--- src/ssu_pkg.sv ---
// ----------------------------------------------------------------------------
// ssu_pkg
// shared types and constants of the stride scheduler unit
// ----------------------------------------------------------------------------
package ssu_pkg;

    localparam int PASS_W   = 63;
    localparam int TK_W     = 16;
    localparam int PID_W    = 16;
    localparam int TICKS_W  = 32;
    localparam int CMD_W    = 3;
    localparam int SLOT_W   = 4;
    localparam int QUANT_W  = 32;

    localparam logic [CMD_W-1:0] CMD_ARRIVE   = 3'd0;
    localparam logic [CMD_W-1:0] CMD_IO_READY = 3'd1;
    localparam logic [CMD_W-1:0] CMD_PREEMPT  = 3'd2;
    localparam logic [CMD_W-1:0] CMD_BLOCK    = 3'd3;
    localparam logic [CMD_W-1:0] CMD_DISPATCH = 3'd4;

    localparam logic [PASS_W-1:0] PASS_MAX = {PASS_W{1'b1}};

    typedef struct packed {
        logic [PASS_W-1:0] pass;
        logic [TK_W-1:0]   tickets;
        logic [PID_W-1:0]  pid;
    } entry_t;

    localparam entry_t ENTRY_RESET = '{pass: '0, tickets: 16'd1, pid: '0};

endpackage

--- src/ssu_div.sv ---
// ----------------------------------------------------------------------------
// ssu_div
// restoring divider, one quotient bit per cycle, of 2^(Q_W-1) by tickets
// ----------------------------------------------------------------------------
module ssu_div
    import ssu_pkg::*;
#(
    parameter int Q_W = 21
)
(
    input  logic                clk,
    input  logic                rst_n,
    input  logic                start,
    input  logic [TK_W-1:0]     divisor,
    output logic                done,
    output logic [Q_W-1:0]      quotient
);

    localparam int CNT_W = $clog2(Q_W + 1);

    logic              busy_reg, busy_next;
    logic              done_reg, done_next;
    logic [CNT_W-1:0]  cnt_reg, cnt_next;
    logic [TK_W-1:0]   rem_reg, rem_next;
    logic [TK_W-1:0]   dvs_reg, dvs_next;
    logic [Q_W-1:0]    q_reg, q_next;
    logic [TK_W:0]     trial;
    logic              num_bit;

    assign num_bit = (cnt_reg == CNT_W'(Q_W));
    assign trial   = {rem_reg, num_bit};

    always_comb
    begin
        busy_next = busy_reg;
        done_next = 1'b0;
        cnt_next  = cnt_reg;
        rem_next  = rem_reg;
        dvs_next  = dvs_reg;
        q_next    = q_reg;
        if (start)
        begin
            busy_next = 1'b1;
            cnt_next  = CNT_W'(Q_W);
            rem_next  = '0;
            dvs_next  = divisor;
            q_next    = '0;
        end
        else if (busy_reg)
        begin
            if (trial >= {1'b0, dvs_reg})
            begin
                rem_next = TK_W'(trial - {1'b0, dvs_reg});
                q_next   = {q_reg[Q_W-2:0], 1'b1};
            end
            else
            begin
                rem_next = trial[TK_W-1:0];
                q_next   = {q_reg[Q_W-2:0], 1'b0};
            end
            cnt_next = cnt_reg - 1'b1;
            if (cnt_reg == CNT_W'(1))
            begin
                busy_next = 1'b0;
                done_next = 1'b1;
            end
        end
    end

    always_ff @(posedge clk or negedge rst_n)
    begin
        if (!rst_n)
        begin
            busy_reg <= 1'b0;
            done_reg <= 1'b0;
            cnt_reg  <= '0;
        end
        else
        begin
            busy_reg <= busy_next;
            done_reg <= done_next;
            cnt_reg  <= cnt_next;
        end
    end

    always_ff @(posedge clk)
    begin
        rem_reg <= rem_next;
        dvs_reg <= dvs_next;
        q_reg   <= q_next;
    end

    assign done     = done_reg;
    assign quotient = q_reg;

endmodule

--- src/stride_scheduler_unit.sv ---
// ----------------------------------------------------------------------------
// stride_scheduler_unit
// proportional-share stride scheduler over a table of process slots
// ----------------------------------------------------------------------------
// arrival and io ready pass the wait, read and output states to the result word
// preempt and block go on to the bit-serial divider, multiply and add states
// dispatch scans the table, one table read per slot
// one word at a time; the next word is taken once the result is registered
// reset clears ready marks, virtual time and per-slot valid bits at once
module stride_scheduler_unit
    import ssu_pkg::*;
#(
    parameter int NUM_SLOTS    = 16,
    parameter int STRIDE_SHIFT = 20
)
(
    input  logic        clk,
    input  logic        rst_n,
    input  logic        s_tvalid,
    output logic        s_tready,
    input  logic [71:0] s_tdata,   // slot, tickets, proc_id, ticks_run, zero pad
    input  logic [2:0]  s_tuser,   // cmd
    output logic        m_tvalid,
    input  logic        m_tready,
    output logic [39:0] m_tdata,   // granted_slot, slice_length, zero pad
    output logic        m_tuser,   // granted
    input  logic        psel,
    input  logic        penable,
    input  logic        pwrite,
    input  logic [2:0]  paddr,
    input  logic [31:0] pwdata,
    output logic [31:0] prdata,
    output logic        pready
);

    localparam int IDX_W  = $clog2(NUM_SLOTS);
    localparam int SCN_W  = $clog2(NUM_SLOTS + 1);
    localparam int Q_W    = STRIDE_SHIFT + 1;
    localparam int PROD_W = Q_W + TICKS_W;

    typedef enum logic [7:0] {
        ST_IDLE = 8'b00000001,
        ST_RD   = 8'b00000010,
        ST_DIV  = 8'b00000100,
        ST_MUL  = 8'b00001000,
        ST_ADD  = 8'b00010000,
        ST_SCAN = 8'b00100000,
        ST_OUT  = 8'b01000000,
        ST_WAIT = 8'b10000000
    } state_t;

    state_t                state_reg, state_next;
    logic [QUANT_W-1:0]    quant_reg, quant_next;
    logic [CMD_W-1:0]      cmd_reg, cmd_next;
    logic [SLOT_W-1:0]     slot_reg, slot_next;
    logic [TK_W-1:0]       tk_reg, tk_next;
    logic [PID_W-1:0]      pid_reg, pid_next;
    logic [TICKS_W-1:0]    ticks_reg, ticks_next;
    logic [NUM_SLOTS-1:0]  ready_reg, ready_next;
    logic [NUM_SLOTS-1:0]  vld_reg, vld_next;
    logic [PASS_W-1:0]     vt_reg, vt_next;
    entry_t                ent_reg, ent_next;
    logic [Q_W-1:0]        stride_reg, stride_next;
    logic [PROD_W-1:0]     prod_reg, prod_next;
    logic [SCN_W-1:0]      issue_reg, issue_next;
    logic                  pend_reg, pend_next;
    logic [IDX_W-1:0]      pend_idx_reg, pend_idx_next;
    logic                  found_reg, found_next;
    logic [IDX_W-1:0]      best_idx_reg, best_idx_next;
    entry_t                best_reg, best_next;
    logic                  res_grant_reg, res_grant_next;
    logic [SLOT_W-1:0]     res_slot_reg, res_slot_next;
    logic [QUANT_W-1:0]    res_len_reg, res_len_next;
    logic                  m_tvalid_reg, m_tvalid_next;
    logic                  m_tuser_reg, m_tuser_next;
    logic [39:0]           m_tdata_reg, m_tdata_next;

    entry_t                mem [NUM_SLOTS];
    entry_t                rd_data_reg;
    logic                  rd_vld_reg;
    entry_t                rd_word;
    logic [IDX_W-1:0]      mem_raddr;
    logic                  mem_we;
    logic [IDX_W-1:0]      mem_waddr;
    entry_t                mem_wdata;

    logic                  div_go_reg;
    logic                  div_done;
    logic [Q_W-1:0]        div_q;
    logic [IDX_W-1:0]      slot_idx;
    logic                  s_fire;
    logic                  cfg_we;
    logic [PASS_W:0]       sum;

    ssu_div #(.Q_W(Q_W)) u_div
    (
        .clk      (clk),
        .rst_n    (rst_n),
        .start    (div_go_reg),
        .divisor  (ent_reg.tickets),
        .done     (div_done),
        .quotient (div_q)
    );

    assign s_tready = (state_reg == ST_IDLE);
    assign s_fire   = s_tvalid && s_tready;
    assign slot_idx = IDX_W'(slot_reg);
    assign rd_word  = rd_vld_reg ? rd_data_reg : ENTRY_RESET;
    assign cfg_we   = psel && penable && pwrite && (paddr == 3'd0);
    assign sum      = {1'b0, ent_reg.pass} + (PASS_W + 1)'(prod_reg);

    assign pready   = 1'b1;
    assign prdata   = (paddr == 3'd0) ? quant_reg : 32'd0;
    assign m_tvalid = m_tvalid_reg;
    assign m_tuser  = m_tuser_reg;
    assign m_tdata  = m_tdata_reg;

    always_comb
    begin
        state_next     = state_reg;
        quant_next     = cfg_we ? pwdata : quant_reg;
        cmd_next       = cmd_reg;
        slot_next      = slot_reg;
        tk_next        = tk_reg;
        pid_next       = pid_reg;
        ticks_next     = ticks_reg;
        ready_next     = ready_reg;
        vld_next       = vld_reg;
        vt_next        = vt_reg;
        ent_next       = ent_reg;
        stride_next    = stride_reg;
        prod_next      = prod_reg;
        issue_next     = issue_reg;
        pend_next      = pend_reg;
        pend_idx_next  = pend_idx_reg;
        found_next     = found_reg;
        best_idx_next  = best_idx_reg;
        best_next      = best_reg;
        res_grant_next = res_grant_reg;
        res_slot_next  = res_slot_reg;
        res_len_next   = res_len_reg;
        m_tvalid_next  = (m_tvalid_reg && m_tready) ? 1'b0 : m_tvalid_reg;
        m_tuser_next   = m_tuser_reg;
        m_tdata_next   = m_tdata_reg;
        mem_raddr      = slot_idx;
        mem_we         = 1'b0;
        mem_waddr      = slot_idx;
        mem_wdata      = ent_reg;

        unique case (state_reg)
            ST_IDLE:
            begin
                if (s_fire)
                begin
                    cmd_next       = s_tuser;
                    slot_next      = s_tdata[3:0];
                    tk_next        = s_tdata[19:4];
                    pid_next       = s_tdata[35:20];
                    ticks_next     = s_tdata[67:36];
                    res_grant_next = 1'b0;
                    res_slot_next  = '0;
                    res_len_next   = '0;
                    if (s_tuser == CMD_DISPATCH)
                    begin
                        issue_next = '0;
                        pend_next  = 1'b0;
                        found_next = 1'b0;
                        state_next = ST_SCAN;
                    end
                    else if ((s_tuser > CMD_DISPATCH) ||
                             (32'(s_tdata[3:0]) >= 32'(NUM_SLOTS)))
                    begin
                        state_next = ST_OUT;
                    end
                    else
                    begin
                        state_next = ST_WAIT;
                    end
                end
            end
            ST_WAIT:
            begin
                state_next = ST_RD;
            end
            ST_RD:
            begin
                ent_next = rd_word;
                unique case (cmd_reg)
                    CMD_ARRIVE:
                    begin
                        mem_we              = 1'b1;
                        mem_wdata.pass      = vt_reg;
                        mem_wdata.tickets   = (tk_reg == '0) ? TK_W'(1) : tk_reg;
                        mem_wdata.pid       = pid_reg;
                        vld_next[slot_idx]  = 1'b1;
                        ready_next[slot_idx] = 1'b1;
                        state_next          = ST_OUT;
                    end
                    CMD_IO_READY:
                    begin
                        mem_we              = 1'b1;
                        mem_wdata           = rd_word;
                        if (rd_word.pass < vt_reg)
                        begin
                            mem_wdata.pass = vt_reg;
                        end
                        vld_next[slot_idx]  = 1'b1;
                        ready_next[slot_idx] = 1'b1;
                        state_next          = ST_OUT;
                    end
                    default:
                    begin
                        state_next = ST_DIV;
                    end
                endcase
            end
            ST_DIV:
            begin
                if (div_done)
                begin
                    stride_next = div_q;
                    state_next  = ST_MUL;
                end
            end
            ST_MUL:
            begin
                prod_next  = PROD_W'(stride_reg) * PROD_W'(ticks_reg);
                state_next = ST_ADD;
            end
            ST_ADD:
            begin
                mem_we             = 1'b1;
                mem_wdata          = ent_reg;
                mem_wdata.pass     = sum[PASS_W] ? PASS_MAX : sum[PASS_W-1:0];
                vld_next[slot_idx] = 1'b1;
                if (cmd_reg == CMD_PREEMPT)
                begin
                    ready_next[slot_idx] = 1'b1;
                end
                state_next = ST_OUT;
            end
            ST_SCAN:
            begin
                mem_raddr = IDX_W'(issue_reg);
                if (pend_reg && ready_reg[pend_idx_reg] &&
                    (!found_reg ||
                     ({rd_word.pass, rd_word.pid} < {best_reg.pass, best_reg.pid})))
                begin
                    found_next    = 1'b1;
                    best_idx_next = pend_idx_reg;
                    best_next     = rd_word;
                end
                if (issue_reg < SCN_W'(NUM_SLOTS))
                begin
                    pend_next     = 1'b1;
                    pend_idx_next = IDX_W'(issue_reg);
                    issue_next    = issue_reg + 1'b1;
                end
                else
                begin
                    pend_next = 1'b0;
                    if (!pend_reg)
                    begin
                        if (found_reg)
                        begin
                            ready_next[best_idx_reg] = 1'b0;
                            vt_next        = best_reg.pass;
                            res_grant_next = 1'b1;
                            res_slot_next  = SLOT_W'(best_idx_reg);
                            res_len_next   = quant_reg;
                        end
                        state_next = ST_OUT;
                    end
                end
            end
            ST_OUT:
            begin
                if (!m_tvalid_reg || m_tready)
                begin
                    m_tvalid_next = 1'b1;
                    m_tuser_next  = res_grant_reg;
                    m_tdata_next  = {4'd0, res_len_reg, res_slot_reg};
                    state_next    = ST_IDLE;
                end
            end
            default:
            begin
                state_next = ST_IDLE;
            end
        endcase
    end

    always_ff @(posedge clk or negedge rst_n)
    begin
        if (!rst_n)
        begin
            div_go_reg <= 1'b0;
        end
        else
        begin
            div_go_reg <= (state_reg == ST_RD) &&
                          (cmd_reg == CMD_PREEMPT || cmd_reg == CMD_BLOCK);
        end
    end

    always_ff @(posedge clk or negedge rst_n)
    begin
        if (!rst_n)
        begin
            state_reg    <= ST_IDLE;
            quant_reg    <= 32'd10;
            ready_reg    <= '0;
            vld_reg      <= '0;
            vt_reg       <= '0;
            m_tvalid_reg <= 1'b0;
        end
        else
        begin
            state_reg    <= state_next;
            quant_reg    <= quant_next;
            ready_reg    <= ready_next;
            vld_reg      <= vld_next;
            vt_reg       <= vt_next;
            m_tvalid_reg <= m_tvalid_next;
        end
    end

    always_ff @(posedge clk)
    begin
        cmd_reg       <= cmd_next;
        slot_reg      <= slot_next;
        tk_reg        <= tk_next;
        pid_reg       <= pid_next;
        ticks_reg     <= ticks_next;
        ent_reg       <= ent_next;
        stride_reg    <= stride_next;
        prod_reg      <= prod_next;
        issue_reg     <= issue_next;
        pend_reg      <= pend_next;
        pend_idx_reg  <= pend_idx_next;
        found_reg     <= found_next;
        best_idx_reg  <= best_idx_next;
        best_reg      <= best_next;
        res_grant_reg <= res_grant_next;
        res_slot_reg  <= res_slot_next;
        res_len_reg   <= res_len_next;
        m_tuser_reg   <= m_tuser_next;
        m_tdata_reg   <= m_tdata_next;
    end

    always_ff @(posedge clk)
    begin
        if (mem_we)
        begin
            mem[mem_waddr] <= mem_wdata;
        end
        rd_data_reg <= mem[mem_raddr];
        rd_vld_reg  <= vld_reg[mem_raddr];
    end

endmodule
--- config.mk ---
export PLATFORM = sky130hd
export DESIGN_NAME = stride_scheduler_unit
export DESIGN_NICKNAME = d
export VERILOG_FILES = /design/src/ssu_pkg.sv /design/src/ssu_div.sv /design/src/stride_scheduler_unit.sv
export SDC_FILE = /design/constraint.sdc
export NUM_CORES = 2
export LEC_CHECK = 0
export BUFFER_PORTS_ARGS = -buffer_cell sky130_fd_sc_hd__buf_2
export CORE_ASPECT_RATIO = 1.4
export CORE_MARGIN = 10
export CORE_UTILIZATION = 50
export DETAILED_ROUTE_END_ITERATION = 10
export GPL_ROUTABILITY_DRIVEN = 0
export PLACE_DENSITY = 0.77
export RECOVER_POWER = 100
export SYNTH_ARGS = -nofsm -noshare
export SYNTH_HDL_FRONTEND = slang
export SYNTH_SLANG_ARGS = --single-unit
--- constraint.sdc ---
create_clock -name clk -period 35.4 [get_ports clk]
set_input_delay 8.85 -clock clk [delete_from_list [all_inputs] [get_ports clk]]
set_output_delay 8.85 -clock clk [all_outputs]
set_load 0.01 [all_outputs]
==> results.cfg <==
[timing]
relSlewSlack_pct = -557
finalMaxSlewViolations = 3065
worst_slew_pin_slew_ns = 9.86
rsz0062_at_grt = no
setup_viol = 0
period_minus_slack_ns = 20.17
hold_violations = 0
final.period_utilization_pct = 57.0
timing.setup.tns_ns = 0
skew_ns = 0.0624
fmax_ghz = 0.0496

[clock_tree]
cts_sinks = 2221
h-tree-depth = 4
root_buffer = clkbuf_16
clkLatencyLatePin_ns = 0.89
cts_buffers = 202
path_clk_slew_ns = 0.06
clock_path_buffers = 3
postCtsHoldBufs = 0
postCtsSetupBuffers = 0
cts_resized = 0
cts_tree = yes

[floorplanning]
fp.dieH_um = 581
dieArea_um2 = 245000
io_pins = 193
initial_utilization_pct = 50.1
die_x_um = 421
rows = 206
design.core.area_um2 = 224000

[placement]
io_buffers = 183
place_hpwl_um = 174000

[setup_path]
r2r-start = state_reg[0]$_DFFE_PN1P_
crit_type = input pin to primary output
critPathCaptureType = primary output
reg2reg_depth = 14
worstReg2RegEnd = rd_data_reg[29]$_DFF_P_
worstPathArrival_ns = 11.32
regToRegSetupSlack_ns = 16.74
start_kind = input pin
cp_data_required_time_ns = 26.55
crit_fanout = 33

[routing]
final_antenna_net_count = 0
dr.pass1.iters = 6
drc = 0
avgViaCountPerCell = 5.98
wl_per_cell_um = 25.0
drt_iter0_drc = 6456
wl_um = 281000
num_vias = 67200

[finish]
nNetsFinal = 9083
drive_gt1_share_pct = 12.2
areaGrowthSynthToFinish_pct = 9.42
largest_reg_flops = 1520

[synthesis]
ys_ff_latch = 2221
ys.flop_type = edfxtp_1
synth.cell_area_um2 = 113000
synth.avg_cell_area_um2 = 14.3
ys_types = 88
ys_warn_count = 0
ys_async_sr_fraction_pct = 6.48
syn_inst = 7893
synth_edf_count = 1944
ys_seq_area_share_pct = 57.5

[min_path]
whs_path_depth = 0
worstHoldStart = res_slot_reg[0]$_SDFFCE_PN0P_
min_to = m_tdata[0]$_DFFE_PP_
hold_class = flip-flop to flip-flop

[global_route]
grt_pass1_vias = 71300
track_usage_pct = 22.7
overflow = 0
grt_max_degree = 142
grt_first_pass_wirelength_um = 431000
antenna_found_initial = 14

[run]
maxCapViolCount = 74

[status]
status = finished, violations left
violations = capacitance limit, slew limit
==> through the flow <==
| stage | cell area [um^2] | hold slack, ns | setup WS [ns] | cells | util (%) |
|---|---|---|---|---|---|
| after floorplan | 113000 | 0.400 | 16.94 | 7896 | - |
| after global routing | 123000 | 0.409 | 13.81 | 11200 | 54.8 |
| after global placement | 117000 | 0.401 | 16.35 | 10800 | 52.1 |
| after CTS | 124000 | 0.403 | 16.16 | 11200 | 55.1 |
| after detailed placement | 117000 | 0.405 | 16.16 | 10800 | 52.1 |
| final | 123000 | 0.403 | 15.23 | 11200 | 54.8 |
==> routing by layer <==
layer	share of wire (%)	up-vias	GRT usage [%]
li1	-	28500	-
met1	35	34600	27.2
met2	51	3239	39.9
met3	7.4	877	3.16
met4	5.8	6	12.0
met5	0.011	-	0
==> cell families (layout without fill, tap and decap cells) <==
kind of cell             count (synthesis)  in the layout  share of synthesized area [%]
AO/OA/AOI/OAI                         1014           1014                           5.91
XOR/XNOR                               108            108                          0.841
adder cells (fa/ha/maj)                944            944                           14.3
buffers and inverters                 1236           1542                           4.27
flip-flops                            2221           2221                           57.5
multiplexers                           510            510                           8.90
other                                    2             14                        0.00667
AND/OR/NAND/NOR                       1858           1858                           8.32
==> cell usage in the layout, fill, tap and decap left out, drive strengths merged, types with 186 or more instances in the layout <==
cell type  netlist  layout
clkbuf         295     404
and2           640     640
edfxtp        1944    1944
buf            109     188
fa             569     569
inv            832     839
nand2          766     766
o21ai          218     218
mux4           389     389
ha             375     375
a21oi          186     186
==> layout make-up <==
type / count / area (um^2)
tap: 3016 / 3770
timing repair buffer: 326 / 1630
antenna: 9 / 22.5
inverter: 832 / 3130
fill: 17300 / 101000
sequential: 2221 / 64600
multi-input combinational: 4439 / 43100
clock inverter: 118 / 1220
clock buffer: 266 / 5590
==> critical path: stages <==
cell      delay [ns]
buf_2           0.11
nor3_1          1.89
and2_1          0.29
clkbuf_1        0.17
==> cells in the mapped netlist, types with 30 or more instances <==
cell type | number | area (um^2)
mux2_2 | 38 | 428
nor2_1 | 135 | 507
a21oi_1 | 186 | 931
nand3_1 | 68 | 340
o211ai_1 | 51 | 383
xor2_1 | 42 | 368
a21o_1 | 130 | 976
clkbuf_1 | 295 | 1110
o21ai_0 | 213 | 1070
dfxtp_1 | 133 | 2660
and2_1 | 638 | 3990
edfxtp_1 | 1944 | 58400
and3_1 | 30 | 188
mux2i_1 | 83 | 831
buf_2 | 79 | 395
nand4_1 | 48 | 300
a211oi_1 | 121 | 908
a22oi_1 | 39 | 293
xnor2_1 | 66 | 578
mux4_2 | 389 | 8760
a31oi_1 | 117 | 732
dfrtp_1 | 141 | 3530
ha_1 | 375 | 4690
inv_1 | 831 | 3120
fa_1 | 569 | 11400
nand2_1 | 765 | 2870
==> how the worst max path moves through the flow <==
stage	startpoint	end
floorplan	paddr[1]	prdata[10]
global placement	paddr[1]	prdata[25]
detailed placement	paddr[1]	prdata[31]
CTS	paddr[1]	prdata[31]
global route	state_reg[3]$_DFFE_PN0P_	rd_data_reg[26]$_DFF_P_
finish	paddr[1]	prdata[20]
Power is not shown: default switching activity piles up to over one toggle a cycle in this logic, so the estimate is an artifact.
